**config.mk**
```make
export PLATFORM = sky130hd
export DESIGN_NAME = gameport_axis_timing_capture_core
export DESIGN_NICKNAME = d
export VERILOG_FILES = /design/src/design/gatc_pkg.sv /design/src/design/gameport_axis_timing_capture_core.sv /design/src/design/gatc_ctrl.sv /design/src/design/gatc_datapath.sv
export SDC_FILE = /design/constraint.sdc
export NUM_CORES = 1
export LEC_CHECK = 0
export ABC_CLOCK_PERIOD_IN_PS = 14700
export BUFFER_PORTS_ARGS = -buffer_cell sky130_fd_sc_hd__buf_2
export CAP_MARGIN = 30
export CORE_MARGIN = 3
export CORE_UTILIZATION = 35
export CTS_BUF_LIST = sky130_fd_sc_hd__clkbuf_4
export DETAILED_ROUTE_END_ITERATION = 7
export GPL_TIMING_DRIVEN = 1
export SYNTH_ARGS = -nofsm -noshare
export SYNTH_HDL_FRONTEND = slang
export SYNTH_SLANG_ARGS = --single-unit
```
**constraint.sdc**
```tcl
create_clock -name aclk -period 14.7 [get_ports aclk]
set_input_delay 1.47 -clock aclk [delete_from_list [all_inputs] [get_ports aclk]]
set_output_delay 1.47 -clock aclk [all_outputs]
set_load 0.05 [all_outputs]
```
**src/design/gatc_pkg.sv**
```systemverilog
package gatc_pkg;

    // Fixed field widths
    localparam int TIME_W   = 32;
    localparam int BITS_W   = 4;
    localparam int AXIS_W   = 16;
    localparam int NUM_AXES = 4;
    localparam int CFG_IDX_W = 2;

    localparam logic [AXIS_W-1:0] AXIS_SAT = {AXIS_W{1'b1}};

    // Input item actions
    localparam logic ACT_TRIGGER = 1'b0;
    localparam logic ACT_SAMPLE  = 1'b1;

    // Register reset values
    localparam logic [BITS_W-1:0] RST_AXIS_MASK      = 4'd15;
    localparam logic [TIME_W-1:0] RST_POLL_GAP_LIMIT = 32'd100;
    localparam logic [TIME_W-1:0] RST_CAPTURE_TIMEOUT = 32'd3000;
    localparam logic [TIME_W-1:0] RST_TICKS_PER_MS   = 32'd1000;

    // Configuration register indexes
    typedef enum logic [CFG_IDX_W-1:0] {
        REG_AXIS_MASK       = 2'd0,
        REG_POLL_GAP_LIMIT  = 2'd1,
        REG_CAPTURE_TIMEOUT = 2'd2,
        REG_TICKS_PER_MS    = 2'd3
    } cfg_reg_t;

    // Controller states
    typedef enum logic [2:0] {
        ST_ACCEPT,
        ST_LOAD,
        ST_DIV,
        ST_APPLY,
        ST_EMIT
    } gatc_state_t;

    // Controller to datapath commands
    typedef struct packed {
        logic accept;
        logic div_load;
        logic div_step;
        logic apply;
        logic emit;
    } gatc_cmd_t;

    // Datapath to controller status
    typedef struct packed {
        logic end_capture;
        logic has_changes;
        logic div_last;
        logic idx_zero;
        logic out_free;
    } gatc_sts_t;

endpackage

```
**src/design/gameport_axis_timing_capture_core.sv**
```systemverilog
// Game port RC axis timing capture. A trigger transaction (action 0) starts a
// capture; sample transactions (action 1) are taken one per cycle while the
// block accepts input, and bit changes are logged with their timestamps into a
// store of MAX_CHANGES entries. When a capture ends the block stops taking
// input while one shared restoring divider scales each logged change to
// ((t - start) << SCALE_SHIFT) / ticks_per_ms, one quotient bit per cycle;
// each change is loaded, divided and applied, then the result register is loaded.
// The result then waits in that register while new items are accepted; a
// second capture end waits for it to be taken. Configuration is written
// through the cfg port, which is always ready.
module gameport_axis_timing_capture_core #(
    parameter int MAX_CHANGES = 4,
    parameter int SCALE_SHIFT = 12
) (
    input  logic                             aclk,
    input  logic                             aresetn,
    // configuration
    input  logic                             cfg_valid,
    output logic                             cfg_ready,
    input  logic [gatc_pkg::CFG_IDX_W-1:0]   cfg_index,
    input  logic [gatc_pkg::TIME_W-1:0]      cfg_data,
    // input items
    input  logic                             s_valid,
    output logic                             s_ready,
    input  logic                             s_action,
    input  logic [gatc_pkg::BITS_W-1:0]      s_port_bits,
    input  logic [gatc_pkg::TIME_W-1:0]      s_timestamp,
    // results
    output logic                             m_valid,
    input  logic                             m_ready,
    output logic [gatc_pkg::AXIS_W-1:0]      m_axis_0,
    output logic [gatc_pkg::AXIS_W-1:0]      m_axis_1,
    output logic [gatc_pkg::AXIS_W-1:0]      m_axis_2,
    output logic [gatc_pkg::AXIS_W-1:0]      m_axis_3,
    output logic                             m_capture_ok
);

    gatc_pkg::gatc_cmd_t cmd;
    gatc_pkg::gatc_sts_t sts;

    assign cfg_ready = 1'b1;

    gatc_ctrl u_ctrl (
        .aclk    (aclk),
        .aresetn (aresetn),
        .s_valid (s_valid),
        .s_ready (s_ready),
        .sts     (sts),
        .cmd     (cmd)
    );

    gatc_datapath #(
        .MAX_CHANGES (MAX_CHANGES),
        .SCALE_SHIFT (SCALE_SHIFT)
    ) u_datapath (
        .aclk         (aclk),
        .aresetn      (aresetn),
        .cfg_we       (cfg_valid && cfg_ready),
        .cfg_index    (cfg_index),
        .cfg_data     (cfg_data),
        .s_action     (s_action),
        .s_port_bits  (s_port_bits),
        .s_timestamp  (s_timestamp),
        .m_valid      (m_valid),
        .m_ready      (m_ready),
        .m_axis_0     (m_axis_0),
        .m_axis_1     (m_axis_1),
        .m_axis_2     (m_axis_2),
        .m_axis_3     (m_axis_3),
        .m_capture_ok (m_capture_ok),
        .cmd          (cmd),
        .sts          (sts)
    );

endmodule

```
**src/design/gatc_ctrl.sv**
```systemverilog
module gatc_ctrl (
    input  logic                aclk,
    input  logic                aresetn,
    input  logic                s_valid,
    output logic                s_ready,
    input  gatc_pkg::gatc_sts_t sts,
    output gatc_pkg::gatc_cmd_t cmd
);

    gatc_pkg::gatc_state_t state_reg, state_next;

    // Hold the controller state
    always_ff @(posedge aclk) begin
        if (!aresetn) begin
            state_reg <= gatc_pkg::ST_ACCEPT;
        end else begin
            state_reg <= state_next;
        end
    end

    // Sequence item intake, per-change scaling and result hand-off
    always_comb begin
        state_next   = state_reg;
        cmd          = '0;
        s_ready      = 1'b0;
        unique case (state_reg)
            gatc_pkg::ST_ACCEPT: begin
                s_ready    = 1'b1;
                cmd.accept = s_valid;
                if (s_valid && sts.end_capture) begin
                    state_next = sts.has_changes ? gatc_pkg::ST_LOAD : gatc_pkg::ST_EMIT;
                end
            end
            gatc_pkg::ST_LOAD: begin
                cmd.div_load = 1'b1;
                state_next   = gatc_pkg::ST_DIV;
            end
            gatc_pkg::ST_DIV: begin
                cmd.div_step = 1'b1;
                if (sts.div_last) begin
                    state_next = gatc_pkg::ST_APPLY;
                end
            end
            gatc_pkg::ST_APPLY: begin
                cmd.apply  = 1'b1;
                state_next = sts.idx_zero ? gatc_pkg::ST_EMIT : gatc_pkg::ST_LOAD;
            end
            gatc_pkg::ST_EMIT: begin
                if (sts.out_free) begin
                    cmd.emit   = 1'b1;
                    state_next = gatc_pkg::ST_ACCEPT;
                end
            end
            default: begin
                state_next = gatc_pkg::ST_ACCEPT;
            end
        endcase
    end

endmodule

```
**src/design/gatc_datapath.sv**
```systemverilog
module gatc_datapath #(
    parameter int MAX_CHANGES = 4,
    parameter int SCALE_SHIFT = 12
) (
    input  logic                                 aclk,
    input  logic                                 aresetn,
    // configuration writes
    input  logic                                 cfg_we,
    input  logic [gatc_pkg::CFG_IDX_W-1:0]       cfg_index,
    input  logic [gatc_pkg::TIME_W-1:0]          cfg_data,
    // input item
    input  logic                                 s_action,
    input  logic [gatc_pkg::BITS_W-1:0]          s_port_bits,
    input  logic [gatc_pkg::TIME_W-1:0]          s_timestamp,
    // result
    output logic                                 m_valid,
    input  logic                                 m_ready,
    output logic [gatc_pkg::AXIS_W-1:0]          m_axis_0,
    output logic [gatc_pkg::AXIS_W-1:0]          m_axis_1,
    output logic [gatc_pkg::AXIS_W-1:0]          m_axis_2,
    output logic [gatc_pkg::AXIS_W-1:0]          m_axis_3,
    output logic                                 m_capture_ok,
    // controller link
    input  gatc_pkg::gatc_cmd_t                  cmd,
    output gatc_pkg::gatc_sts_t                  sts
);

    localparam int TW     = gatc_pkg::TIME_W;
    localparam int BW     = gatc_pkg::BITS_W;
    localparam int AW     = gatc_pkg::AXIS_W;
    localparam int NA     = gatc_pkg::NUM_AXES;
    localparam int CNT_W  = $clog2(MAX_CHANGES + 1);
    localparam int IDX_W  = (MAX_CHANGES > 1) ? $clog2(MAX_CHANGES) : 1;
    localparam int DIV_W  = TW + SCALE_SHIFT;
    localparam int DCNT_W = $clog2(DIV_W + 1);

    // configuration registers
    logic [BW-1:0] axis_mask_reg;
    logic [TW-1:0] poll_gap_limit_reg;
    logic [TW-1:0] capture_timeout_reg;
    logic [TW-1:0] ticks_per_ms_reg;

    // capture state
    logic [TW-1:0]    start_time_reg;
    logic [TW-1:0]    prev_time_reg;
    logic [BW-1:0]    prev_bits_reg;
    logic [CNT_W-1:0] change_count_reg;
    logic             capturing_reg;
    logic [BW-1:0]    change_bits_reg [MAX_CHANGES];
    logic [TW-1:0]    change_time_reg [MAX_CHANGES];
    logic [AW-1:0]    axis_value_reg  [NA];

    // end-of-capture scan
    logic [IDX_W-1:0] idx_reg;
    logic [BW-1:0]    seen_reg;
    logic             cur_zero_reg;

    // divider
    logic [TW-1:0]     rem_reg;
    logic [DIV_W-1:0]  quo_reg;
    logic [DCNT_W-1:0] div_cnt_reg;

    // output register
    logic          m_valid_reg;
    logic [AW-1:0] m_axis_reg [NA];
    logic          m_ok_reg;

    // sample evaluation
    logic [BW-1:0]    cur_bits;
    logic [BW-1:0]    diff_bits;
    logic [TW-1:0]    poll_gap;
    logic [TW-1:0]    elapsed;
    logic             record;
    logic [CNT_W-1:0] count_new;
    logic             sample_done;

    // divider step
    logic [TW:0]   rem_shift;
    logic [TW:0]   rem_sub;
    logic          quo_bit;
    logic [TW-1:0] delta;
    logic [AW-1:0] scaled;

    // Evaluate the sample on the port
    always_comb begin
        cur_bits  = s_port_bits & axis_mask_reg;
        diff_bits = prev_bits_reg ^ cur_bits;
        poll_gap  = s_timestamp - prev_time_reg;
        elapsed   = s_timestamp - start_time_reg;
        record    = (diff_bits != '0) && (poll_gap < poll_gap_limit_reg)
                    && (change_count_reg < CNT_W'(MAX_CHANGES));
        count_new = record ? change_count_reg + CNT_W'(1) : change_count_reg;
        sample_done = !((cur_bits != '0) && (count_new < CNT_W'(MAX_CHANGES))
                        && (elapsed < capture_timeout_reg));
    end

    // Restoring divide step, one quotient bit per cycle
    always_comb begin
        rem_shift = {rem_reg, quo_reg[DIV_W-1]};
        rem_sub   = rem_shift - {1'b0, ticks_per_ms_reg};
        quo_bit   = (rem_shift >= {1'b0, ticks_per_ms_reg});
        delta     = change_time_reg[idx_reg] - start_time_reg;
        scaled    = (quo_reg[DIV_W-1:AW] != '0) ? gatc_pkg::AXIS_SAT : quo_reg[AW-1:0];
    end

    // Report status to the controller
    always_comb begin
        sts.end_capture = capturing_reg && (s_action == gatc_pkg::ACT_SAMPLE) && sample_done;
        sts.has_changes = (count_new != '0);
        sts.div_last    = (div_cnt_reg == DCNT_W'(1));
        sts.idx_zero    = (idx_reg == '0);
        sts.out_free    = !m_valid_reg || m_ready;
    end

    // Take configuration writes
    always_ff @(posedge aclk) begin
        if (!aresetn) begin
            axis_mask_reg       <= gatc_pkg::RST_AXIS_MASK;
            poll_gap_limit_reg  <= gatc_pkg::RST_POLL_GAP_LIMIT;
            capture_timeout_reg <= gatc_pkg::RST_CAPTURE_TIMEOUT;
            ticks_per_ms_reg    <= gatc_pkg::RST_TICKS_PER_MS;
        end else if (cfg_we) begin
            unique case (gatc_pkg::cfg_reg_t'(cfg_index))
                gatc_pkg::REG_AXIS_MASK:       axis_mask_reg       <= cfg_data[BW-1:0];
                gatc_pkg::REG_POLL_GAP_LIMIT:  poll_gap_limit_reg  <= cfg_data;
                gatc_pkg::REG_CAPTURE_TIMEOUT: capture_timeout_reg <= cfg_data;
                gatc_pkg::REG_TICKS_PER_MS:    ticks_per_ms_reg    <= cfg_data;
                default: ;
            endcase
        end
    end

    // Advance the capture on each accepted trigger, and on each accepted sample while capturing
    always_ff @(posedge aclk) begin
        if (!aresetn) begin
            start_time_reg   <= '0;
            prev_time_reg    <= '0;
            prev_bits_reg    <= '0;
            change_count_reg <= '0;
            capturing_reg    <= 1'b0;
        end else if (cmd.accept) begin
            if (s_action == gatc_pkg::ACT_TRIGGER) begin
                start_time_reg   <= s_timestamp;
                prev_time_reg    <= s_timestamp;
                prev_bits_reg    <= axis_mask_reg;
                change_count_reg <= '0;
                capturing_reg    <= 1'b1;
            end else if (capturing_reg) begin
                prev_time_reg    <= s_timestamp;
                prev_bits_reg    <= cur_bits;
                change_count_reg <= count_new;
                if (sample_done) begin
                    capturing_reg <= 1'b0;
                end
            end
        end
    end

    // Record a change in the change store
    always_ff @(posedge aclk) begin
        if (cmd.accept && (s_action == gatc_pkg::ACT_SAMPLE) && capturing_reg && record) begin
            change_bits_reg[change_count_reg[IDX_W-1:0]] <= diff_bits;
            change_time_reg[change_count_reg[IDX_W-1:0]] <= s_timestamp;
        end
    end

    // Walk the recorded changes from latest to earliest
    always_ff @(posedge aclk) begin
        if (!aresetn) begin
            idx_reg      <= '0;
            seen_reg     <= '0;
            cur_zero_reg <= 1'b0;
        end else if (cmd.accept && sts.end_capture) begin
            idx_reg      <= IDX_W'(count_new - CNT_W'(1));
            seen_reg     <= '0;
            cur_zero_reg <= (cur_bits == '0);
        end else if (cmd.apply) begin
            seen_reg <= seen_reg | change_bits_reg[idx_reg];
            if (idx_reg != '0) begin
                idx_reg <= idx_reg - IDX_W'(1);
            end
        end
    end

    // Load and iterate the divider
    always_ff @(posedge aclk) begin
        if (!aresetn) begin
            div_cnt_reg <= '0;
        end else if (cmd.div_load) begin
            div_cnt_reg <= DCNT_W'(DIV_W);
        end else if (cmd.div_step) begin
            div_cnt_reg <= div_cnt_reg - DCNT_W'(1);
        end
    end

    always_ff @(posedge aclk) begin
        if (cmd.div_load) begin
            rem_reg <= '0;
            quo_reg <= {delta, {SCALE_SHIFT{1'b0}}};
        end else if (cmd.div_step) begin
            rem_reg <= quo_bit ? rem_sub[TW-1:0] : rem_shift[TW-1:0];
            quo_reg <= {quo_reg[DIV_W-2:0], quo_bit};
        end
    end

    // Write the scaled time into each axis of the change
    always_ff @(posedge aclk) begin
        if (!aresetn) begin
            for (int j = 0; j < NA; j++) begin
                axis_value_reg[j] <= '0;
            end
        end else if (cmd.apply) begin
            for (int j = 0; j < NA; j++) begin
                if (change_bits_reg[idx_reg][j]) begin
                    axis_value_reg[j] <= scaled;
                end
            end
        end
    end

    // Hold the result until the sink takes it
    always_ff @(posedge aclk) begin
        if (!aresetn) begin
            m_valid_reg <= 1'b0;
        end else if (cmd.emit) begin
            m_valid_reg <= 1'b1;
        end else if (m_ready) begin
            m_valid_reg <= 1'b0;
        end
    end

    always_ff @(posedge aclk) begin
        if (cmd.emit) begin
            for (int j = 0; j < NA; j++) begin
                m_axis_reg[j] <= axis_value_reg[j];
            end
            m_ok_reg <= cur_zero_reg && (seen_reg == axis_mask_reg);
        end
    end

    assign m_valid      = m_valid_reg;
    assign m_axis_0     = m_axis_reg[0];
    assign m_axis_1     = m_axis_reg[1];
    assign m_axis_2     = m_axis_reg[2];
    assign m_axis_3     = m_axis_reg[3];
    assign m_capture_ok = m_ok_reg;

`ifndef NO_ASSERTIONS
    a_count_bound: assert property (@(posedge aclk) disable iff (!aresetn)
        change_count_reg <= CNT_W'(MAX_CHANGES))
        else $error("change count exceeds the store depth");

    a_step_loaded: assert property (@(posedge aclk) disable iff (!aresetn)
        cmd.div_step |-> (div_cnt_reg != '0))
        else $error("divider stepped without a loaded operand");

    a_emit_valid: assert property (@(posedge aclk) disable iff (!aresetn)
        cmd.emit |=> m_valid_reg)
        else $error("result not presented after emit");

    a_no_emit_over: assert property (@(posedge aclk) disable iff (!aresetn)
        (m_valid_reg && !m_ready) |-> !cmd.emit)
        else $error("result overwritten before it was taken");
`endif

endmodule

```
Yosys cells after proc, flatten, opt, wreduce, memory -nomap -nowiden
Memory sizes are Yosys's and may differ from the RTL's. A register that Yosys moved wholly into a read port is not among the register bits.
Cells that the tools add are included.
{"block": "classes", "magnitude_cmp": 5, "n_eq_ne": 13, "n_mux": 63, "add_sub_neg": 8, "n_reduce_logical": 38, "bitwise": 9}
{"cell": "$sub A32 B32 Y32", "n": 4}
{"cell": "$mux W32", "n": 3}
{"cell": "$mux W44", "n": 2}
{"cell": "$mux W16", "n": 5}
{"cell": "$lt A32 B32 Y1", "n": 2}
{"cell": "$ge A33 B32 Y1", "n": 1}
{"cell": "$mux W1", "n": 33}
{"cell": "$reduce_bool A28 Y1", "n": 1}
{"cell": "$mux W3", "n": 8}
{"cell": "$pmux W3 S5", "n": 1}
{"cell": "$mux W2", "n": 7}
{"cell": "$reduce_and A2 Y1", "n": 7}
{"cell": "$logic_and A1 B1 Y1", "n": 12}
{"cell": "$mux W6", "n": 2}
{"cell": "$reduce_bool A2 Y1", "n": 5}
{"cell": "$mux W4", "n": 2}
{"cell": "$reduce_bool A4 Y1", "n": 2}
{"cell": "$eq A3 B2 Y1 const B", "n": 2}
{"cell": "$eq A6 B1 Y1 const B", "n": 1}
{"cell": "$lt A3 B3 Y1 const B", "n": 2}
{"cell": "$sub A6 B1 Y6 const B", "n": 1}
{"cell": "$and A4 B4 Y4", "n": 1}
{"cell": "$eq A2 B2 Y1 const B", "n": 2}
{"cell": "$eq A4 B4 Y1", "n": 1}
{"cell": "19 further kinds", "n": 29}
{"block": "word_totals", "mem_count": 4, "regBits": 266, "word_cells": 160, "output_inout_bits": 68, "mem_bits_rw": 272, "in_bits": 76}
{"memory": "u_datapath.change_time_reg", "depth": 4, "word_bits": 32, "rd": 1, "rd_clocked_by_memory_dff": 1, "write_ports": 1, "line_no": "gatc_datapath.sv:50", "rtl": "logic [TW-1:0] change_time_reg [MAX_CHANGES];"}
{"memory": "u_datapath.axis_value_reg", "depth": 4, "word_bits": 16, "rd": 4, "rd_clocked_by_memory_dff": 0, "write_ports": 4, "line_no": "gatc_datapath.sv:51", "rtl": "logic [AW-1:0] axis_value_reg [NA];"}
{"memory": "u_datapath.m_axis_reg", "depth": 4, "word_bits": 16, "rd": 4, "rd_clocked_by_memory_dff": 0, "write_ports": 4, "line_no": "gatc_datapath.sv:65", "rtl": "logic [AW-1:0] m_axis_reg [NA];"}
{"memory": "u_datapath.change_bits_reg", "depth": 4, "word_bits": 4, "rd": 1, "rd_clocked_by_memory_dff": 1, "write_ports": 1, "line_no": "gatc_datapath.sv:49", "rtl": "logic [BW-1:0] change_bits_reg [MAX_CHANGES];"}

Depth between registers and ports, before layout
{"block": "depth", "word_depth": 16, "ltp_mapped": 27, "ltp_nobuf": 25}

Modules after synthesis
Synthesis repeated with hierarchy kept, for this count alone.
{"block": "hier_totals", "cells_unflattened": 2747, "area_unflattened_um2": 27632.8}
{"module": "gatc_datapath", "cells_per_inst": 2720, "area_each_um2": 27405.0, "n_inst": 1, "seq_area_each_um2": 13803.2}
{"module": "gatc_ctrl", "cells_per_inst": 25, "area_each_um2": 216.5, "n_inst": 1, "seq_area_each_um2": 60.1}
{"module": "gameport_axis_timing_capture_core", "cells_per_inst": 2, "area_each_um2": 11.3, "n_inst": 1, "seq_area_each_um2": 0.0}

Least setup slack after synthesis
OpenSTA, ideal clock, no wires.
{"block": "synth_path", "path_kind": "input -> register", "start": "input port s_timestamp[0] in the netlist's numbering", "end": "memory u_datapath.change_bits_reg[3][0] in the netlist's numbering (enable)", "path_slack_ns": 7.547, "arrival_ns": 6.724, "t_required_ns": 14.271, "stages": 23, "path_cell_list": "inv_1 -> ha_1 -> inv_1 -> fa_1 -> a211oi_1 -> o21ai_1 -> o41ai_2 -> a21boi_1 -> o21ai_1 -> a21oi_1 -> a21o_1 -> a221o_1 -> a21oi_1 -> xnor2_1 -> ha_1 -> a21o_1 -> a211oi_1 -> o41ai_1 -> a2111oi_0 -> o21a_1 -> buf_6 -> nand2_1 -> nor2_1"}
{"block": "synth_via", "elab_chain_cells": 7}
{"item": "start: declaration", "line_no": "gameport_axis_timing_capture_core.sv:27", "rtl": "input logic [gatc_pkg::TIME_W-1:0] s_timestamp,"}
{"item": "$sub A32 B32 Y32", "line_no": "gatc_datapath.sv:88", "rtl": "poll_gap = s_timestamp - prev_time_reg;"}
{"item": "$lt A32 B32 Y1", "line_no": "gatc_datapath.sv:90", "rtl": "record = (diff_bits != '0) && (poll_gap < poll_gap_limit_reg)"}
{"item": "$logic_and A1 B1 Y1", "line_no": "gatc_datapath.sv:90"}
{"item": "$logic_and A1 B1 Y1", "line_no": "gatc_datapath.sv:91", "rtl": "&& (change_count_reg < CNT_W'(MAX_CHANGES));"}
{"item": "$logic_and A1 B1 Y1", "line_no": "gatc_datapath.sv:161", "rtl": "if (cmd.accept && (s_action == gatc_pkg::ACT_SAMPLE) && capturing_reg && record) begin"}
{"item": "$mux W1", "line_no": "gatc_datapath.sv:161"}
{"item": "$mux W1 (implied by the code)", "line_no": "gatc_datapath.sv:162", "rtl": "change_bits_reg[change_count_reg[IDX_W-1:0]] <= diff_bits;"}
{"item": "end: declaration", "line_no": "gatc_datapath.sv:49"}
Every way passes these cells.

Final worst setup path
{"block": "layout_path", "start": "input port s_timestamp[0] in the netlist's numbering", "end": "memory u_datapath.change_time_reg[0][12] in the netlist's numbering (enable)"}
{"block": "layout_via", "elab_chain_cells": 7}
{"item": "$sub A32 B32 Y32", "line_no": "gatc_datapath.sv:88"}
{"item": "$lt A32 B32 Y1", "line_no": "gatc_datapath.sv:90"}
{"item": "$logic_and A1 B1 Y1", "line_no": "gatc_datapath.sv:90"}
{"item": "$logic_and A1 B1 Y1", "line_no": "gatc_datapath.sv:91"}
{"item": "$logic_and A1 B1 Y1", "line_no": "gatc_datapath.sv:161"}
{"item": "$mux W1", "line_no": "gatc_datapath.sv:161"}
{"item": "$mux W1 (implied by the code)", "line_no": "gatc_datapath.sv:163", "rtl": "change_time_reg[change_count_reg[IDX_W-1:0]] <= s_timestamp;"}
{"item": "end: declaration", "line_no": "gatc_datapath.sv:50"}
Every way passes these cells.

==> metrics.cfg <==
[outcome]
status = complete, no violations

[timing]
drv_slew = 0
fin_worst_skew_ns = 0.06908
worst_pin_slew_ns = 0.9670
worst_slack_ns = 8.161
period_needed_ns = 6.539
rsz0062_at_grt = false
max_slew_margin_pct = 35.30
hold_viol_final = 0
fin_setup_tns_ns = 0
period_share_pct = 44.48
fmax_mhz = 152.9
setup_viol = 0
holdWs_ns = 0.4054

[cts]
cts.clk_slew.worst_paths_ns = 0.07
cts_hold_buf = 0
clk_latency_ns = 0.97
cts_setup_buffers = 0
cts_tree = yes
cts-resized-gates = 0
cts-buffers-inserted = 147
clock-sinks = 540
root_buffer = clkbuf_4
h-tree-depth = 4
clockBufferDepth = 3

[setup_path]
cp.required_ns = 15.33
endpoint_kind = flop
regToRegEndpoint = u_datapath.change_time_reg[0][12]
crit_path_max_fanout = 23
critPathBufInv = 4
cp_cell_sequence = buf_2, inv_1, ha_1, inv_1, fa_1, a211oi_1, o21ai_1, o41ai_2, a21boi_1, o21ai_1, a21oi_1, a21o_1, a221o_1, a21oi_1, xnor2_1, ha_1, a21o_1, a211oi_1, o41ai_1, a2111oi_0, o21a_1, nor2b_1, and2_2, buf_12
startpoint = s_timestamp[0]
cp.arrival_ns = 7.17
worst-setup-path-type = in2reg
worstSetupEndpoint = u_datapath.change_time_reg[0][12]
crit_family = compound AO/OA/AOI/OAI gates
rr_startpoint = u_datapath.prev_time_reg[0]
start_kind = input port
critPathMaxStageDelay_ns = 0.54
rr_worst_depth = 22
r2r_slack_ns = 8.62
cp.depth = 24
cpMaxStageDelayCell = and2_2

[run]
drv_cap = 0

[layout]
nFillCells = 7623
final_cell_area_um2 = 31350
largest_reg_flops = 128
final_nets = 3161
utilization_pct = 40.34
finalNonFillerCells = 4051
drive_above_1_share_pct = 15.95
syn2layout_area_growth_pct = 13.73

[logic_synthesis]
synth_seq_cells = 540
synth.distinct_cells = 85
syn_area_um2 = 27570
synth_fp_nets = 2950
yosysWarnings = 0
yosysTopAreaCellShare_pct = 33.22
synth_top_cell_by_area = edfxtp_1
postSynthCellCount = 2677
synth_edf_count = 305
seq_area_frac_synth_pct = 50.29
synthArstFlopShare_pct = 0
syn_avg_cell_area_um2 = 10.30
synth_area_leaders = edfxtp_1, dfxtp_1, ha_1, nand2_1, a21boi_0
synth_flop_cell = edfxtp_1

[detailed_routing]
routedWlPerCell_um = 17.64
drt_iter0_markers = 1400
ant_nets = 0
viasPerCell = 4.966
first_pass_iters = 5
vias = 20120
wl_mm = 71.48
drc = 0

[pwr]
vdd_drop_max_mv = 0.1055
powerDensity_nw_per_um2 = 142.5
total_power_mw = 4.468
p_leak_nw = 11.87

[grt]
grt_max_degree = 70
grt_usage_pct = 17.46
antenna_found_initial = 10
grt_overflow_total = 0
first_global_vias = 19500
grt_first_pass_wirelength_mm = 111.2

[place]
dp.cells = 3779
dp_hpwl_mm = 50.55
pre_cts_slack_ns = 7.291
gp_congestion = 0.8616
dpl_cell_area_um2 = 29390
io_buffers = 142

[floorplanning]
io_pins = 144
die_area_um2 = 82170
initial_utilization_pct = 35.47
dieWidth_um = 286.6
core_um2 = 77720
placement_rows = 102
die_h_um = 286.6

[worst_hold_path]
hp-start = u_datapath.axis_value_reg[0][13]
min_path_type = reg2reg

-- cells in the final DEF, fill, tap and decap left out, drive strengths merged, types with 13 or more instances in the layout --
master  instances
ha            193
o21ai         138
o21a           24
buf           166
nor4           14
nor2          151
nand2b         15
a211oi         15
xnor2          81
a21oi         153
a22o           14
mux4           36
a31oi          13
a21o           67
a21boi        161
clkinv         40
xor2           42
nand3          37
clkbuf        217
nand2         438
o211ai         31
dfxtp         235
nor2b          21
edfxtp        305
inv           191
nor3           29
mux2i          18
nand4          16
-- cell usage after synthesis (5+ instances only) --
cell	number
nand2_1	438
edfxtp_1	305
dfxtp_1	235
ha_1	193
inv_1	185
a21boi_0	157
a21oi_1	152
nor2_1	151
o21ai_0	100
clkbuf_1	84
xnor2_1	81
a21o_1	67
xor2_1	42
mux4_2	36
nand3_1	36
o21ai_1	36
o211ai_1	31
nor3_1	29
o21a_1	24
nor2b_1	20
mux2i_1	18
nand4_1	16
nand2b_1	15
a22o_1	14
nor4_1	14
a211oi_1	13
a31oi_1	13
o21bai_1	12
and3_1	11
buf_1	11
and2_1	9
or3_1	9
o31ai_1	6
a31o_2	5
buf_6	5
-- worst reg2reg max path: stages (launching register included) --
cell and delay [ns]:
dfxtp_1 0.33, ha_1 0.16, inv_1 0.05, fa_1 0.42, a211oi_1 0.22, o21ai_1 0.15
o41ai_2 0.30, a21boi_1 0.18, o21ai_1 0.23, a21oi_1 0.15, a21o_1 0.23, a221o_1 0.32
a21oi_1 0.17, xnor2_1 0.15, ha_1 0.27, a21o_1 0.16, a211oi_1 0.22, o41ai_1 0.14
a2111oi_0 0.31, o21a_1 0.43, nor2b_1 0.35, and2_2 0.54, buf_12 0.26
-- routing by layer --
metal / track usage (%) / up-vias / wire length (µm)
met5: 0 / - / 39
met3: 3.773 / 122 / 3908
met4: 6.423 / 6 / 1748
met2: 28.09 / 508 / 33300
li1: - / 10070 / -
met1: 23.11 / 9414 / 32480
-- how the worst min path moves through the flow --
stage	endpoint	slack (ns)	cells after the start
final	u_datapath.m_axis_reg[0][13]	0.41	0
after CTS	u_datapath.m_axis_reg[2][4]	0.41	0
after global placement	u_datapath.m_axis_reg[2][15]	0.40	0
after detailed placement	u_datapath.m_axis_reg[0][10]	0.40	0
after global routing	u_datapath.m_axis_reg[0][13]	0.41	0
after floorplan	u_datapath.m_axis_reg[0][0]	0.40	0
-- cell families after synthesis --
group / count (synthesis) / synth area share, %
flops: 540 / 50.29
buf+inv: 291 / 4.162
simple gates: 778 / 12.23
mux: 54 / 3.595
compound gates: 693 / 16.75
other cells: 1 / 0.01360
fa+ha+maj: 197 / 9.050
xor+xnor: 123 / 3.908
-- cell type report --
cell class,count,area (µm²),share of cell area (%)
multi-input combinational,1846,12590,40.17
antenna,7,17.52,0.05587
tap,1040,1301,4.151
clock buffer,217,1629,5.196
clock inverter,48,309.0,0.9858
timing repair buffer,166,930.9,2.969
sequential,540,13870,44.23
inverter,187,701.9,2.239
-- power by group --
group	switching (mW)	internal [mW]	total, mW
sequential	0.0661	1.71	1.78
combinational	0.774	0.530	1.30
clock	0.652	0.735	1.39
total	1.49	2.98	4.47
(Power assumes the default switching activity.)
